===== src/hdl/lrp_pkg.sv =====
// ----------------------------------------------------------------------------
// lrp_pkg
// Shared types and constants of the lidar range-to-point core.
// ----------------------------------------------------------------------------
package lrp_pkg;

    localparam int CfgAddrW = 2;
    localparam logic [CfgAddrW-1:0] CFG_HFOV   = 2'd0;
    localparam logic [CfgAddrW-1:0] CFG_VFOV   = 2'd1;
    localparam logic [CfgAddrW-1:0] CFG_COLS   = 2'd2;
    localparam logic [CfgAddrW-1:0] CFG_LAYERS = 2'd3;

    localparam int CordicSteps = 24;
    localparam int CordicW     = 30;
    localparam logic signed [CordicW-1:0] Q24_PI      = 30'sd52707179;
    localparam logic signed [CordicW-1:0] Q24_HALF_PI = 30'sd26353589;
    localparam logic signed [CordicW-1:0] Q24_GAIN    = 30'sd10188014;

    // sine/cosine pair in signed Q1.16
    typedef struct packed {
        logic signed [17:0] sin;
        logic signed [17:0] cos;
    } trig_t;

    typedef enum logic [3:0] {
        ST_IDLE, ST_L_GO, ST_L_DIV, ST_L_COR, ST_H_GO, ST_H_DIV, ST_H_COR,
        ST_RD0, ST_MT, ST_MZ, ST_RD1, ST_MX, ST_MY, ST_OUT, ST_ADV
    } state_t;

    function automatic logic [23:0] atan_q24(input logic [4:0] k);
        logic [23:0] v;
        case (k)
            5'd0:    v = 24'd13176795;
            5'd1:    v = 24'd7778716;
            5'd2:    v = 24'd4110060;
            5'd3:    v = 24'd2086331;
            5'd4:    v = 24'd1047214;
            5'd5:    v = 24'd524117;
            5'd6:    v = 24'd262123;
            5'd7:    v = 24'd131069;
            default: v = (k < 5'd24) ? (24'd1 << (5'd24 - k)) : 24'd0;
        endcase
        return v;
    endfunction

endpackage


===== src/hdl/lrp_divider.sv =====
// ----------------------------------------------------------------------------
// lrp_divider
// Restoring unsigned divider, one quotient bit per cycle.
// ----------------------------------------------------------------------------
module lrp_divider (
    input  logic        aclk,
    input  logic        aresetn,
    input  logic        start,
    input  logic [31:0] dividend,
    input  logic [13:0] divisor,
    output logic        done,
    output logic [31:0] quotient
);
    logic [31:0] q_reg, q_next;
    logic [14:0] rem_reg, rem_next;
    logic [13:0] dvs_reg;
    logic [5:0]  cnt_reg, cnt_next;
    logic        busy_reg, busy_next, done_reg, done_next;
    logic [15:0] trial;

    always_comb begin
        q_next    = q_reg;
        rem_next  = rem_reg;
        cnt_next  = cnt_reg;
        busy_next = busy_reg;
        done_next = 1'b0;
        trial     = {rem_reg, q_reg[31]} - {2'b0, dvs_reg};
        if (start) begin
            q_next    = dividend;
            rem_next  = '0;
            cnt_next  = '0;
            busy_next = 1'b1;
        end else if (busy_reg) begin
            // shift in the next dividend bit and subtract if it fits
            if (!trial[15]) begin
                rem_next = trial[14:0];
                q_next   = {q_reg[30:0], 1'b1};
            end else begin
                rem_next = {rem_reg[13:0], q_reg[31]};
                q_next   = {q_reg[30:0], 1'b0};
            end
            cnt_next = cnt_reg + 6'd1;
            if (cnt_reg == 6'd31) begin
                busy_next = 1'b0;
                done_next = 1'b1;
            end
        end
    end

    always_ff @(posedge aclk) begin
        if (!aresetn) begin
            busy_reg <= 1'b0;
            done_reg <= 1'b0;
            cnt_reg  <= '0;
        end else begin
            busy_reg <= busy_next;
            done_reg <= done_next;
            cnt_reg  <= cnt_next;
        end
        q_reg   <= q_next;
        rem_reg <= rem_next;
        if (start) dvs_reg <= divisor;
    end

    assign done     = done_reg;
    assign quotient = q_reg;
endmodule


===== src/hdl/lrp_cordic.sv =====
// ----------------------------------------------------------------------------
// lrp_cordic
// Iterative rotation-mode CORDIC, one micro-rotation per cycle, Q1.16 out.
// ----------------------------------------------------------------------------
module lrp_cordic (
    input  logic                aclk,
    input  logic                aresetn,
    input  logic                start,
    input  logic signed [19:0]  angle,
    output logic                done,
    output lrp_pkg::trig_t      result
);
    localparam int W = lrp_pkg::CordicW;

    logic signed [W-1:0] x_reg, y_reg, z_reg, x_next, y_next, z_next;
    logic signed [W-1:0] z0, xf, yf, sx, sy, at;
    logic                flip_reg, flip_next, busy_reg, busy_next, done_reg, done_next;
    logic [4:0]          k_reg, k_next;
    lrp_pkg::trig_t      res_reg, res_next;

    function automatic logic signed [17:0] round_clamp(input logic signed [W-1:0] v);
        logic [W-1:0] m;
        logic [W-1:0] r;
        m = v[W-1] ? W'(-v) : W'(v);
        r = (m + W'(128)) >> 8;
        if (r > W'(65536)) r = W'(65536);
        return v[W-1] ? -18'(r) : 18'(r);
    endfunction

    always_comb begin
        x_next    = x_reg;
        y_next    = y_reg;
        z_next    = z_reg;
        k_next    = k_reg;
        flip_next = flip_reg;
        busy_next = busy_reg;
        done_next = 1'b0;
        res_next  = res_reg;
        z0        = W'(angle) <<< 8;
        sx        = x_reg >>> k_reg;
        sy        = y_reg >>> k_reg;
        at        = W'(lrp_pkg::atan_q24(k_reg));
        xf        = flip_reg ? -x_reg : x_reg;
        yf        = flip_reg ? -y_reg : y_reg;
        if (start) begin
            // fold into +-pi/2 and negate at the end
            flip_next = 1'b0;
            z_next    = z0;
            if (z0 > lrp_pkg::Q24_HALF_PI) begin
                z_next    = z0 - lrp_pkg::Q24_PI;
                flip_next = 1'b1;
            end else if (z0 < -lrp_pkg::Q24_HALF_PI) begin
                z_next    = z0 + lrp_pkg::Q24_PI;
                flip_next = 1'b1;
            end
            x_next    = lrp_pkg::Q24_GAIN;
            y_next    = '0;
            k_next    = '0;
            busy_next = 1'b1;
        end else if (busy_reg) begin
            if (k_reg == 5'(lrp_pkg::CordicSteps)) begin
                res_next.cos = round_clamp(xf);
                res_next.sin = round_clamp(yf);
                busy_next    = 1'b0;
                done_next    = 1'b1;
            end else begin
                if (!z_reg[W-1]) begin
                    x_next = x_reg - sy;
                    y_next = y_reg + sx;
                    z_next = z_reg - at;
                end else begin
                    x_next = x_reg + sy;
                    y_next = y_reg - sx;
                    z_next = z_reg + at;
                end
                k_next = k_reg + 5'd1;
            end
        end
    end

    always_ff @(posedge aclk) begin
        if (!aresetn) begin
            busy_reg <= 1'b0;
            done_reg <= 1'b0;
        end else begin
            busy_reg <= busy_next;
            done_reg <= done_next;
        end
        x_reg    <= x_next;
        y_reg    <= y_next;
        z_reg    <= z_next;
        k_reg    <= k_next;
        flip_reg <= flip_next;
        res_reg  <= res_next;
    end

    assign done   = done_reg;
    assign result = res_reg;
endmodule


===== src/hdl/lrp_trig_ram.sv =====
// ----------------------------------------------------------------------------
// lrp_trig_ram
// Two-entry store of sine/cosine pairs: layer angle and column angle.
// ----------------------------------------------------------------------------
module lrp_trig_ram (
    input  logic           aclk,
    input  logic           we,
    input  logic           waddr,
    input  lrp_pkg::trig_t wdata,
    input  logic           raddr,
    output lrp_pkg::trig_t rdata
);
    lrp_pkg::trig_t mem [2];
    lrp_pkg::trig_t rdata_reg;

    always_ff @(posedge aclk) begin
        if (we) mem[waddr] <= wdata;
        rdata_reg <= mem[raddr];
    end

    assign rdata = rdata_reg;
endmodule


===== src/hdl/lidar_range_to_point_core.sv =====
// ----------------------------------------------------------------------------
// lidar_range_to_point_core
// Converts float32 lidar ranges into Cartesian Q16.16 points.
// ----------------------------------------------------------------------------
// One sample is handled at a time. A sample with a valid range, from its
// transaction on the slave side until the input is ready again, is dominated by
// two passes of a bit-serial divider (centred layer and column angles) and two
// CORDIC passes. The rest is a start state per divider pass, read-back from the
// sine/cosine store and four products on one shared multiplier, an output state
// and the idle state that accepts the sample. Samples with an invalid range (NaN,
// infinity, zero, negative) skip the column pass and yield no transaction on the
// master side. The next sample is taken as soon as the previous point is in the
// output register, even if it is not yet taken downstream. If a point is still
// waiting there, the new point is held until it is taken, which adds those stall
// cycles. Configuration writes must only happen while idle.
module lidar_range_to_point_core #(
    parameter int MAX_COLUMNS = 4096,
    parameter int MAX_LAYERS  = 128
) (
    input  logic                           aclk,
    input  logic                           aresetn,
    // configuration
    input  logic                           cfg_wr_en,
    input  logic [lrp_pkg::CfgAddrW-1:0]   cfg_index,
    input  logic [18:0]                    cfg_wdata,
    // sample input
    input  logic                           s_tvalid,
    output logic                           s_tready,
    input  logic [31:0]                    s_tdata,   // range_bits
    input  logic                           s_tuser,   // start_of_frame
    // point output
    output logic                           m_tvalid,
    input  logic                           m_tready,
    // point_x[31:0], point_y[63:32], point_z[95:64], column_number[107:96],
    // layer_number[114:108], zero pad [119:115]
    output logic [119:0]                   m_tdata
);
    lrp_pkg::state_t state_reg, state_next;

    logic [18:0] hfov_reg;
    logic [17:0] vfov_reg;
    logic [12:0] cols_cfg_reg;
    logic [7:0]  lays_cfg_reg;
    logic [11:0] col_reg;
    logic [6:0]  lay_reg;
    logic [31:0] r_reg;
    logic        rvalid_reg;
    logic        dneg_reg;
    logic signed [34:0] t_reg;
    logic signed [31:0] px_reg, py_reg, pz_reg;
    logic [119:0] mdata_reg;
    logic        mvalid_reg;

    logic [12:0] cols;
    logic [7:0]  lays;

    // clamp the counts to at least one and to the supported maxima
    always_comb begin
        cols = cols_cfg_reg;
        if (cols == 13'd0) cols = 13'd1;
        if (32'(cols) > MAX_COLUMNS) cols = 13'(MAX_COLUMNS);
        if (cols > 13'd4096) cols = 13'd4096;
        lays = lays_cfg_reg;
        if (lays == 8'd0) lays = 8'd1;
        if (32'(lays) > MAX_LAYERS) lays = 8'(MAX_LAYERS);
        if (lays > 8'd128) lays = 8'd128;
    end

    // float32 -> unsigned Q16.16, truncating; saturate at 65536 m
    logic [7:0]  fexp;
    logic [23:0] fsig;
    logic signed [9:0] fsh;
    logic [31:0] conv_q16;
    logic        conv_ok;
    always_comb begin
        fexp    = s_tdata[30:23];
        fsig    = (fexp == 8'd0) ? {1'b0, s_tdata[22:0]} : {1'b1, s_tdata[22:0]};
        fsh     = 10'(signed'({2'b0, (fexp == 8'd0) ? 8'd1 : fexp})) - 10'sd134;
        conv_ok = !(fexp == 8'hFF) && !(s_tdata[30:0] == 31'd0) && !s_tdata[31];
        if (fsh > 10'sd8)        conv_q16 = 32'hFFFF_FFFF;
        else if (fsh >= 10'sd0)  conv_q16 = {8'd0, fsig} << fsh[3:0];
        else if (fsh > -10'sd32) conv_q16 = {8'd0, fsig} >> 5'(-fsh);
        else                     conv_q16 = '0;
    end

    // counters adjusted for start of frame and lowered counts
    logic [12:0] col_a;
    logic [7:0]  lay_a;
    always_comb begin
        col_a = s_tuser ? 13'd0 : {1'b0, col_reg};
        lay_a = s_tuser ? 8'd0  : {1'b0, lay_reg};
        if (col_a >= cols) begin
            col_a = '0;
            lay_a = lay_a + 8'd1;
        end
        if (lay_a >= lays) lay_a = '0;
    end

    // advance after the sample
    logic [12:0] col_inc;
    logic [7:0]  lay_inc;
    always_comb begin
        col_inc = {1'b0, col_reg} + 13'd1;
        lay_inc = {1'b0, lay_reg};
        if (col_inc >= cols) begin
            col_inc = '0;
            lay_inc = lay_inc + 8'd1;
            if (lay_inc >= lays) lay_inc = '0;
        end
    end

    // centred angle numerator: fov*|2i+1-n| + n over 2n
    logic        horiz;
    logic signed [14:0] dval;
    logic [12:0] dmag;
    logic [18:0] fov_sel;
    logic [12:0] n_sel;
    logic [31:0] dividend;
    always_comb begin
        horiz    = (state_reg == lrp_pkg::ST_H_GO);
        n_sel    = horiz ? cols : {5'd0, lays};
        fov_sel  = horiz ? hfov_reg : {1'b0, vfov_reg};
        dval     = horiz ? signed'({2'b0, col_reg, 1'b1}) - signed'({2'b0, n_sel})
                         : signed'({7'b0, lay_reg, 1'b1}) - signed'({2'b0, n_sel});
        dmag     = dval[14] ? 13'(-dval) : 13'(dval);
        dividend = 32'(fov_sel) * 32'(dmag) + 32'(n_sel);
    end

    logic        div_start, div_done;
    logic [31:0] quot;
    lrp_divider u_div (
        .aclk     (aclk),
        .aresetn  (aresetn),
        .start    (div_start),
        .dividend (dividend),
        .divisor  ({n_sel, 1'b0}),
        .done     (div_done),
        .quotient (quot)
    );

    logic              cor_start, cor_done;
    logic signed [19:0] angle;
    lrp_pkg::trig_t    cor_res;
    assign angle = dneg_reg ? -signed'(quot[19:0]) : signed'(quot[19:0]);
    lrp_cordic u_cordic (
        .aclk    (aclk),
        .aresetn (aresetn),
        .start   (cor_start),
        .angle   (angle),
        .done    (cor_done),
        .result  (cor_res)
    );

    logic           ram_we, ram_waddr, ram_raddr;
    lrp_pkg::trig_t ram_rdata;
    lrp_trig_ram u_ram (
        .aclk  (aclk),
        .we    (ram_we),
        .waddr (ram_waddr),
        .wdata (cor_res),
        .raddr (ram_raddr),
        .rdata (ram_rdata)
    );

    // sign-magnitude Q16 product with rounding half away from zero
    function automatic logic signed [37:0] mul_q16(input logic signed [34:0] a,
                                                   input logic signed [17:0] b);
        logic [33:0] am;
        logic [16:0] bm;
        logic [50:0] p;
        logic [36:0] r;
        am = a[34] ? 34'(-a) : 34'(a);
        bm = b[17] ? 17'(-b) : 17'(b);
        p  = 51'(am) * 51'(bm);
        r  = 37'((p + 51'd32768) >> 16);
        return (a[34] ^ b[17]) ? -signed'({1'b0, r}) : signed'({1'b0, r});
    endfunction

    function automatic logic signed [31:0] sat32(input logic signed [37:0] v);
        if (v > 38'sd2147483647)       return 32'sh7FFF_FFFF;
        else if (v < -38'sd2147483648) return 32'sh8000_0000;
        else                           return 32'(v);
    endfunction

    logic signed [17:0] mul_b;
    logic signed [34:0] mul_a;
    logic signed [37:0] prod;
    always_comb begin
        mul_a = (state_reg == lrp_pkg::ST_MX || state_reg == lrp_pkg::ST_MY)
                ? t_reg : signed'({3'b0, r_reg});
        mul_b = (state_reg == lrp_pkg::ST_MZ || state_reg == lrp_pkg::ST_MX)
                ? ram_rdata.sin : ram_rdata.cos;
        prod  = mul_q16(mul_a, mul_b);
    end

    logic out_free;
    assign out_free = !mvalid_reg || m_tready;

    always_comb begin
        state_next = state_reg;
        div_start  = 1'b0;
        cor_start  = 1'b0;
        ram_we     = 1'b0;
        ram_waddr  = 1'b0;
        ram_raddr  = 1'b0;
        s_tready   = (state_reg == lrp_pkg::ST_IDLE);
        unique case (state_reg)
            lrp_pkg::ST_IDLE:  if (s_tvalid) state_next = lrp_pkg::ST_L_GO;
            lrp_pkg::ST_L_GO: begin
                div_start  = 1'b1;
                state_next = lrp_pkg::ST_L_DIV;
            end
            lrp_pkg::ST_L_DIV: if (div_done) begin
                cor_start  = 1'b1;
                state_next = lrp_pkg::ST_L_COR;
            end
            lrp_pkg::ST_L_COR: if (cor_done) begin
                ram_we     = 1'b1;
                state_next = rvalid_reg ? lrp_pkg::ST_H_GO : lrp_pkg::ST_ADV;
            end
            lrp_pkg::ST_H_GO: begin
                div_start  = 1'b1;
                state_next = lrp_pkg::ST_H_DIV;
            end
            lrp_pkg::ST_H_DIV: if (div_done) begin
                cor_start  = 1'b1;
                state_next = lrp_pkg::ST_H_COR;
            end
            lrp_pkg::ST_H_COR: if (cor_done) begin
                ram_we     = 1'b1;
                ram_waddr  = 1'b1;
                state_next = lrp_pkg::ST_RD0;
            end
            lrp_pkg::ST_RD0:   state_next = lrp_pkg::ST_MT;
            lrp_pkg::ST_MT:    state_next = lrp_pkg::ST_MZ;
            lrp_pkg::ST_MZ: begin
                ram_raddr  = 1'b1;
                state_next = lrp_pkg::ST_RD1;
            end
            lrp_pkg::ST_RD1: begin
                ram_raddr  = 1'b1;
                state_next = lrp_pkg::ST_MX;
            end
            lrp_pkg::ST_MX: begin
                ram_raddr  = 1'b1;
                state_next = lrp_pkg::ST_MY;
            end
            lrp_pkg::ST_MY: begin
                ram_raddr  = 1'b1;
                state_next = lrp_pkg::ST_OUT;
            end
            lrp_pkg::ST_OUT:   if (out_free) state_next = lrp_pkg::ST_IDLE;
            lrp_pkg::ST_ADV:   state_next = lrp_pkg::ST_IDLE;
            default:           state_next = lrp_pkg::ST_IDLE;
        endcase
    end

    always_ff @(posedge aclk) begin
        if (!aresetn) begin
            state_reg    <= lrp_pkg::ST_IDLE;
            hfov_reg     <= 19'd196608;
            vfov_reg     <= 18'd67502;
            cols_cfg_reg <= 13'd512;
            lays_cfg_reg <= 8'd16;
            col_reg      <= '0;
            lay_reg      <= '0;
            mvalid_reg   <= 1'b0;
        end else begin
            state_reg <= state_next;
            if (cfg_wr_en) begin
                case (cfg_index)
                    lrp_pkg::CFG_HFOV:   hfov_reg     <= cfg_wdata;
                    lrp_pkg::CFG_VFOV:   vfov_reg     <= cfg_wdata[17:0];
                    lrp_pkg::CFG_COLS:   cols_cfg_reg <= cfg_wdata[12:0];
                    lrp_pkg::CFG_LAYERS: lays_cfg_reg <= cfg_wdata[7:0];
                    default: ;
                endcase
            end
            // hold the sample's position through the whole transaction
            if (s_tvalid && s_tready) begin
                col_reg <= col_a[11:0];
                lay_reg <= lay_a[6:0];
            end
            if (state_reg == lrp_pkg::ST_OUT && out_free) begin
                mvalid_reg <= 1'b1;
                col_reg    <= col_inc[11:0];
                lay_reg    <= lay_inc[6:0];
            end else if (m_tready) begin
                mvalid_reg <= 1'b0;
            end
            if (state_reg == lrp_pkg::ST_ADV) begin
                col_reg <= col_inc[11:0];
                lay_reg <= lay_inc[6:0];
            end
        end
        if (s_tvalid && s_tready) begin
            r_reg      <= conv_q16;
            rvalid_reg <= conv_ok;
        end
        if (div_start) dneg_reg <= dval[14];
        if (state_reg == lrp_pkg::ST_MT) t_reg  <= 35'(prod);
        if (state_reg == lrp_pkg::ST_MZ) pz_reg <= sat32(prod);
        if (state_reg == lrp_pkg::ST_MX) px_reg <= sat32(prod);
        if (state_reg == lrp_pkg::ST_MY) py_reg <= sat32(prod);
        if (state_reg == lrp_pkg::ST_OUT && out_free)
            mdata_reg <= {5'd0, lay_reg, col_reg, pz_reg, py_reg, px_reg};
    end

    assign m_tvalid = mvalid_reg;
    assign m_tdata  = mdata_reg;
endmodule

===== config.mk =====
export PLATFORM = sky130hd
export DESIGN_NAME = lidar_range_to_point_core
export DESIGN_NICKNAME = d
export VERILOG_FILES = /design/src/hdl/lrp_pkg.sv /design/src/hdl/lrp_divider.sv /design/src/hdl/lrp_cordic.sv /design/src/hdl/lrp_trig_ram.sv /design/src/hdl/lidar_range_to_point_core.sv
export SDC_FILE = /design/constraint.sdc
export NUM_CORES = 2
export LEC_CHECK = 0
export BUFFER_PORTS_ARGS = -buffer_cell sky130_fd_sc_hd__buf_2
export CAP_MARGIN = 20
export CORE_ASPECT_RATIO = 0.75
export CORE_MARGIN = 8
export CORE_UTILIZATION = 60
export CTS_BUF_LIST = sky130_fd_sc_hd__clkbuf_4 sky130_fd_sc_hd__clkbuf_8
export DETAILED_ROUTE_END_ITERATION = 7
export PLACE_DENSITY = 0.88
export SYNTH_ARGS = -nofsm -noshare
export SYNTH_HDL_FRONTEND = slang
export SYNTH_SLANG_ARGS = --single-unit

===== constraint.sdc =====
create_clock -name aclk -period 12 [get_ports aclk]
set_input_delay 0.6 -clock aclk [delete_from_list [all_inputs] [get_ports aclk]]
set_output_delay 0.6 -clock aclk [all_outputs]
set_load 0.005 [all_outputs]

## Yosys cells after proc, flatten, opt, wreduce, memory -nomap -nowiden

Memories as Yosys holds them, arrays and structs flattened. A register that Yosys moved wholly into a read port is not among the register bits.
Cells that the tools add are included.

- Word-level logic and storage cells: 260
- Register bits: 564
- Bits in writable memories: 72
- Input bits: 59
- Output and inout port bits: 122
- Memories: 1

- Multiply operators: 2
- Bitwise gates (word level): 6
- $lt $le $gt $ge: 18
- Reduce and logical (&&, ||, !) cells: 37
- Equal/unequal tests: 34
- Add/sub/neg operators: 34
- Shift-type cells: 5
- Multiplexer cells: 92

Memory list:

| name | depth | bits a word | read ports | clocked after Yosys merged registers in | write ports | line | RTL |
|---|---|---|---|---|---|---|---|
| u_ram.mem | 2 | 36 | 1 | 1 | 1 | lrp_trig_ram.sv:13 | `lrp_pkg::trig_t mem [2];` |

Operators with widths:

| kind | number |
|---|---|
| two-way mux 30 bit | 12 |
| two-way mux 18 bit | 11 |
| two-way mux 32 bit | 6 |
| case mux 24 bit (8 select lines) | 1 |
| negation 30 bit | 4 |
| two-way mux 12 bit | 6 |
| two-way mux 13 bit | 5 |
| adder 30 bit | 2 |
| adder 30 x 8 -> 30 bit, second input constant | 2 |
| >>> shifter 30 x 5 -> 30 bit | 2 |
| subtractor 30 bit | 2 |
| case mux 4 bit (14 select lines) | 1 |
| adder 51 x 16 -> 51 bit, second input constant | 1 |
| multiplier 34 x 17 -> 51 bit | 1 |
| two-way mux 7 bit | 7 |
| two-way mux 24 bit | 2 |
| greater-than comparator 22 x 17 -> 1 bit, second input constant | 2 |
| two-way mux 8 bit | 5 |
| greater-than comparator 38 x 32 -> 1 bit, second input constant | 1 |
| less-than comparator 38 x 32 -> 1 bit, second input constant | 1 |
| two-way mux 38 bit | 1 |
| negation 35 -> 38 bit | 1 |
| negation 18 bit | 2 |
| two-way mux 35 bit | 1 |
| 74 further kinds | 149 |

## Logic depth before layout (Yosys ltp)

- Depth in word-level cells: 14
- Gate-level depth with buffers: 54
- Mapped depth without buffers: 49

## Cells and area by module

Synthesis repeated with hierarchy kept, for this count alone.

- Cells, all modules: 8235
- Area, all modules: 74291.3 um^2

Modules (own cells, without submodules):

| module | area an instance (um^2) | times used | seq. area each (um^2) | cells an instance |
|---|---|---|---|---|
| lidar_range_to_point_core | 47008.8 | 1 | 10049.6 | 5176 |
| lrp_cordic | 20339.5 | 1 | 3353.2 | 2617 |
| lrp_trig_ram | 3484.6 | 1 | 2882.8 | 150 |
| lrp_divider | 3458.3 | 1 | 1841.8 | 292 |

## Least setup slack after synthesis

No wires, ideal clock.

- Path type: register to register
- Start: register state_reg[1]
- End: register px_reg[22] (data pin)
- Library setup time: 285 ps
- Clock period less this slack: 12095 ps
- Data required time: 11715 ps
- Buffers on the path: 5
- Path slack: -95 ps
- Cell stages (with the launch flop): 46
- Arrival: 11810 ps
- Cell sequence: dfxtp_1 > and4bb_2 > a31oi_1 > clkbuf_1 > clkbuf_1 > clkbuf_1 > mux2i_1 > ha_1 > nand2_1 > or3_1 > nor4_1 > a41oi_1 > or2_1 > or3_1 > o31ai_1 > xor2_1 > o21ai_1 > clkbuf_1 > [10 not listed] > fa_1 > inv_1 > ha_1 > a21o_1 > a21o_1 > a21oi_1 > o21ai_0 > a221o_1 > a31oi_2 > xnor2_1 > a211oi_1 > nand4_1 > or4_1 > o21ai_1 > nand2b_1 > o41ai_2 > clkbuf_1 > o21ai_0

- Longest elaborated chain between the ends: 12
- Elaborated cells on any way between the ends: 20
- Classes of those cells: 4 x add/sub; 1 x mul; 2 x order compare; 3 x eq/ne; 7 x mux; 1 x bitwise; 2 x reduce/logical

Ends and longest elaborated chain:

| item | line | RTL |
|---|---|---|
| from (decl) | lidar_range_to_point_core.sv:38 | `lrp_pkg::state_t state_reg, state_next;` |
| from (signal assigned) | lidar_range_to_point_core.sv:260 | `state_reg <= lrp_pkg::ST_IDLE;` |
| from (signal assigned) | lidar_range_to_point_core.sv:269 | `state_reg <= state_next;` |
| == test 4 bit (on tied branches) | lidar_range_to_point_core.sv:189, lidar_range_to_point_core.sv:191 |  |
| logical OR 1 bit (on tied branches) | lidar_range_to_point_core.sv:189, lidar_range_to_point_core.sv:191 |  |
| two-way mux 35 bit / two-way mux 18 bit (equally long branches) | lidar_range_to_point_core.sv:190, lidar_range_to_point_core.sv:192 |  |
| negation 34 bit / negation 17 bit (equally long branches) | lidar_range_to_point_core.sv:172, lidar_range_to_point_core.sv:173 |  |
| two-way mux 34 bit / two-way mux 17 bit (equally long branches) | lidar_range_to_point_core.sv:172, lidar_range_to_point_core.sv:173 |  |
| multiplier 34 x 17 -> 51 bit | lidar_range_to_point_core.sv:174 | `p = 51'(am) * 51'(bm);` |
| adder 51 x 16 -> 51 bit | lidar_range_to_point_core.sv:175 | `r = 37'((p + 51'd32768) >> 16);` |
| negation 35 -> 38 bit | lidar_range_to_point_core.sv:176 | `return (a[34] ^ b[17]) ? -signed'({1'b0, r}) : signed'({1'b0, r});` |
| two-way mux 38 bit (*) | lidar_range_to_point_core.sv:176 |  |
| less-than comparator 38 x 32 -> 1 bit | lidar_range_to_point_core.sv:181 | `else if (v < -38'sd2147483648) return 32'sh8000_0000;` |
| two-way mux 32 bit | lidar_range_to_point_core.sv:181 |  |
| two-way mux 32 bit (*) | n/a |  |
| to (signal assigned) | lidar_range_to_point_core.sv:303 | `if (state_reg == lrp_pkg::ST_MX) px_reg <= sat32(prod);` |
| to (decl) | lidar_range_to_point_core.sv:50 | `logic signed [31:0] px_reg, py_reg, pz_reg;` |

Mark *: on every way between the ends. The rest lies on a longest branch, timed or not.
A chain may end at the register's enable or synchronous reset.

## Worst setup path in the final report

- Start: register state_reg[1]
- End: register py_reg[15] (data pin)

- Longest elaborated chain between the ends: 12
- Elaborated cells on any way between the ends: 20
- Classes of those cells: 4 x add/sub; 1 x mul; 2 x order compare; 3 x eq/ne; 7 x mux; 1 x bitwise; 2 x reduce/logical

Ends and longest elaborated chain:

| item | line | RTL |
|---|---|---|
| == test 4 bit (on tied branches) | lidar_range_to_point_core.sv:189, lidar_range_to_point_core.sv:191 |  |
| logical OR 1 bit (on tied branches) | lidar_range_to_point_core.sv:189, lidar_range_to_point_core.sv:191 |  |
| two-way mux 35 bit / two-way mux 18 bit (equally long branches) | lidar_range_to_point_core.sv:190, lidar_range_to_point_core.sv:192 |  |
| negation 34 bit / negation 17 bit (equally long branches) | lidar_range_to_point_core.sv:172, lidar_range_to_point_core.sv:173 |  |
| two-way mux 34 bit / two-way mux 17 bit (equally long branches) | lidar_range_to_point_core.sv:172, lidar_range_to_point_core.sv:173 |  |
| multiplier 34 x 17 -> 51 bit | lidar_range_to_point_core.sv:174 |  |
| adder 51 x 16 -> 51 bit | lidar_range_to_point_core.sv:175 |  |
| negation 35 -> 38 bit | lidar_range_to_point_core.sv:176 |  |
| two-way mux 38 bit (*) | lidar_range_to_point_core.sv:176 |  |
| named net prod[32] | lidar_range_to_point_core.sv:187 | `logic signed [37:0] prod;` |
| less-than comparator 38 x 32 -> 1 bit | lidar_range_to_point_core.sv:181 |  |
| two-way mux 32 bit | lidar_range_to_point_core.sv:181 |  |
| two-way mux 32 bit (*) | n/a |  |
| to (signal assigned) | lidar_range_to_point_core.sv:304 | `if (state_reg == lrp_pkg::ST_MY) py_reg <= sat32(prod);` |
| to (decl) | lidar_range_to_point_core.sv:50 |  |

Mark *: on every way through the listed nets, which the timed path passes. The rest lies on a longest branch.

==> impl_metrics.tcl <==
set metrics [dict create \
    io_pins 181 \
    drt-initial-drc-count 7530 \
    max_stage_delay_ns 0.75 \
    via_per_inst 6.215 \
    rr_endpoint "py_reg[15]" \
    cp_slowest_cell "a21oi_1" \
    outcome "complete, but fails checks" \
    min_period_ns 11.71 \
    rrSetupSlack_ns 0.29 \
    setup.worst_path.end_class "flip-flop" \
    syn_area_um2 73790 \
    cp_num_buf_inv 6 \
    ys_warn_count 0 \
    ant_nets 0 \
    grt_max_degree 81 \
    cts_made_buffers 101 \
    min_from "cfg_wdata[3]" \
    synth-seq-cells 672 \
    drt_wl_total_mm 226.7 \
    grt_pass1_wl_mm 349.0 \
    core-area_um2 122100 \
    arrival_ns 12.20 \
    fin_tns_setup_ns 0 \
    fillers 9639 \
    synth.distinct_cells 108 \
    initial_utilization_pct 60.45 \
    gp_congestion 1.027 \
    synth-async-reset-ratio_pct 0 \
    antenna_found_initial 29 \
    slew_violations 0 \
    clkSinkCount 672 \
    hold_end "hfov_reg[3]" \
    relSlewSlack_pct 24.32 \
    detail_route.wl_per_cell_um 22.16 \
    cts_tree "yes" \
    hold_ws_ns 0.09489 \
    cts_root_buf "clkbuf_8" \
    worst_pin_slew_ns 1.135 \
    reg2reg_from "state_reg[1]" \
    drive_gt1_share_pct 11.32 \
    rows 111 \
    final_cell_mix "nand2_1, inv_1, nor2_1, fa_1, edfxtp_1" \
    synth_ff_type "edfxtp_1" \
    nNetsFinal 9651 \
    syn_inst 8357 \
    first_global_vias 61220 \
    syn_avg_cell_area_um2 8.830 \
    drv_cap 0 \
    layout_commonest_cell "nand2_1" \
    fp.dieH_um 319.7 \
    path_clk_slew_ns 0.06 \
    worstSetupPathType "reg2reg" \
    grt_use_total_pct 32.33 \
    chipWidth_um 420.9 \
    synth_edf_count 464 \
    holdPathStages 3 \
    io_buffer_count 175 \
    crit_required_ns 12.49 \
    violations "DRC" \
    clk_path_buf_depth 3 \
    finalHoldViolations 0 \
    reg2reg_depth 42 \
    drtPass1Iterations 8 \
    max_freq_mhz 85.43 \
    seq_area_frac_synth_pct 24.53 \
    crit_path_start_kind "flip-flop" \
    min_path_type "in2reg" \
    die_area_um2 134600 \
    crit_cells 42 \
    via_count 63580 \
    clk_latency_ns 0.84 \
    drc 6 \
    fin_crit_sh_pct 97.54 \
    crit_top_cell "fa_1" \
    critical_path.max_fanout 25 \
    grt-ovfl-total 0 \
    syn_to_final_growth_pct 8.724 \
    hpwl_mm 176.7 \
    crit_family "adder cells" \
    final_core_util_pct 65.72 \
    htree_levels 3 \
    largest_register_ffs 115 \
    setup_viol 0 \
    skew_ns 0.07496 \
]
[final cells by class]
cell class	instances	area (um2)	share of cell area, %
sequential	672	18100	22.57
clock inverter	55	604.3	0.7533
inverter	960	3606	4.495
timing repair buffer	426	2884	3.595
tap	1638	2049	2.555
antenna	32	80.08	0.09981
multi-input combinational	6313	51240	63.86
clock buffer	134	1663	2.073
[through the flow]
stage          worst slack, ns  area, um2  instances
3_5_place_dp           -0.4112      77110       9981
5_1_grt               -0.06356      80220      10230
3_3_place_gp           0.06321      77090       9979
4_1_cts               0.005282      79470      10180
6_report                0.2947      80230      10230
2_1_floorplan          0.01267      73810       8361
[layer usage]
layer | GRT usage, % | vias up | part of all wire [%]
li1 | - | 28420 | -
met1 | 45.55 | 30730 | 40
met2 | 47.51 | 3941 | 42
met3 | 9.916 | 487 | 14
met4 | 10.93 | 0 | 3.7
met5 | 0.03544 | - | 0
[synthesized netlist by cell type, types with 13 or more instances]
cell type / count / area share [%]
edfxtp_1: 464 / 19
o22ai_1: 18 / 0.15
fa_1: 680 / 18
o21bai_1: 30 / 0.31
nor2_1: 739 / 3.8
or2_2: 44 / 0.37
a21boi_0: 34 / 0.35
o21ai_0: 346 / 2.3
a21oi_1: 428 / 2.9
o21ai_1: 27 / 0.18
o21a_1: 50 / 0.51
or4_1: 25 / 0.25
a31o_2: 13 / 0.15
buf_1: 32 / 0.16
nand2b_1: 95 / 0.81
a21o_1: 112 / 1.1
mux2i_1: 200 / 2.7
inv_1: 952 / 4.8
or3_1: 54 / 0.46
o31ai_1: 53 / 0.54
and3_1: 47 / 0.40
nor4_1: 44 / 0.37
o221ai_1: 19 / 0.23
nand2_1: 1203 / 6.1
clkbuf_1: 363 / 1.8
xor2_1: 240 / 2.8
mux4_2: 75 / 2.3
and2_1: 91 / 0.77
a41oi_1: 16 / 0.19
a31oi_1: 74 / 0.63
nor3_1: 133 / 0.90
nor2b_1: 99 / 0.84
a22oi_1: 18 / 0.18
nand4_1: 44 / 0.37
o211ai_1: 41 / 0.42
mux2_2: 72 / 1.1
o41ai_1: 22 / 0.26
a211oi_1: 57 / 0.58
nand3_1: 125 / 0.85
ha_1: 438 / 7.4
dfxtp_1: 208 / 5.6
xnor2_1: 292 / 3.5
[tightest hold or removal path, delay by kind of cell]
family | cells | cell delay, ns
buf+inv | 1 | 0.15
compound gates | 1 | 0.05
simple gates | 1 | 0.07
[worst max-delay path by stage]
| stage | startpoint | to | slack, ns |
|---|---|---|---|
| final | state_reg[1] | py_reg[15] | 0.29 |
| after global routing | state_reg[1] | pz_reg[18] | -0.06 |
| after CTS | state_reg[0] | py_reg[19] | 0.005 |
| after detailed placement | state_reg[0] | pz_reg[10] | -0.41 |
| after global placement | state_reg[0] | px_reg[30] | 0.06 |
| after floorplan | state_reg[3] | px_reg[22] | 0.01 |
[kinds of logic (layout without fill, tap and decap cells)]
family / after synthesis / in the layout / synth area share (%)
AND/OR/NAND/NOR: 2813 / 2813 / 17.13
XOR/XNOR: 538 / 538 / 6.447
flip-flops: 672 / 672 / 24.53
buffers and inverters: 1376 / 1575 / 7.066
multiplexers: 347 / 347 / 6.101
other: 1 / 37 / 0.005082
AO/OA/AOI/OAI: 1491 / 1491 / 12.84
adder cells (fa/ha/maj): 1119 / 1119 / 25.89
[what timing repair did]
item	4_1_cts	5_1_grt
setup endpoints to repair	94	104
hold buffers	5	0
gates resized for setup	18	140
setup buffers	1	18
pin swaps	1	10
hold endpoints to repair	10	0
Power is not shown: default switching activity piles up to over one toggle a cycle in this logic, so the estimate is an artifact.
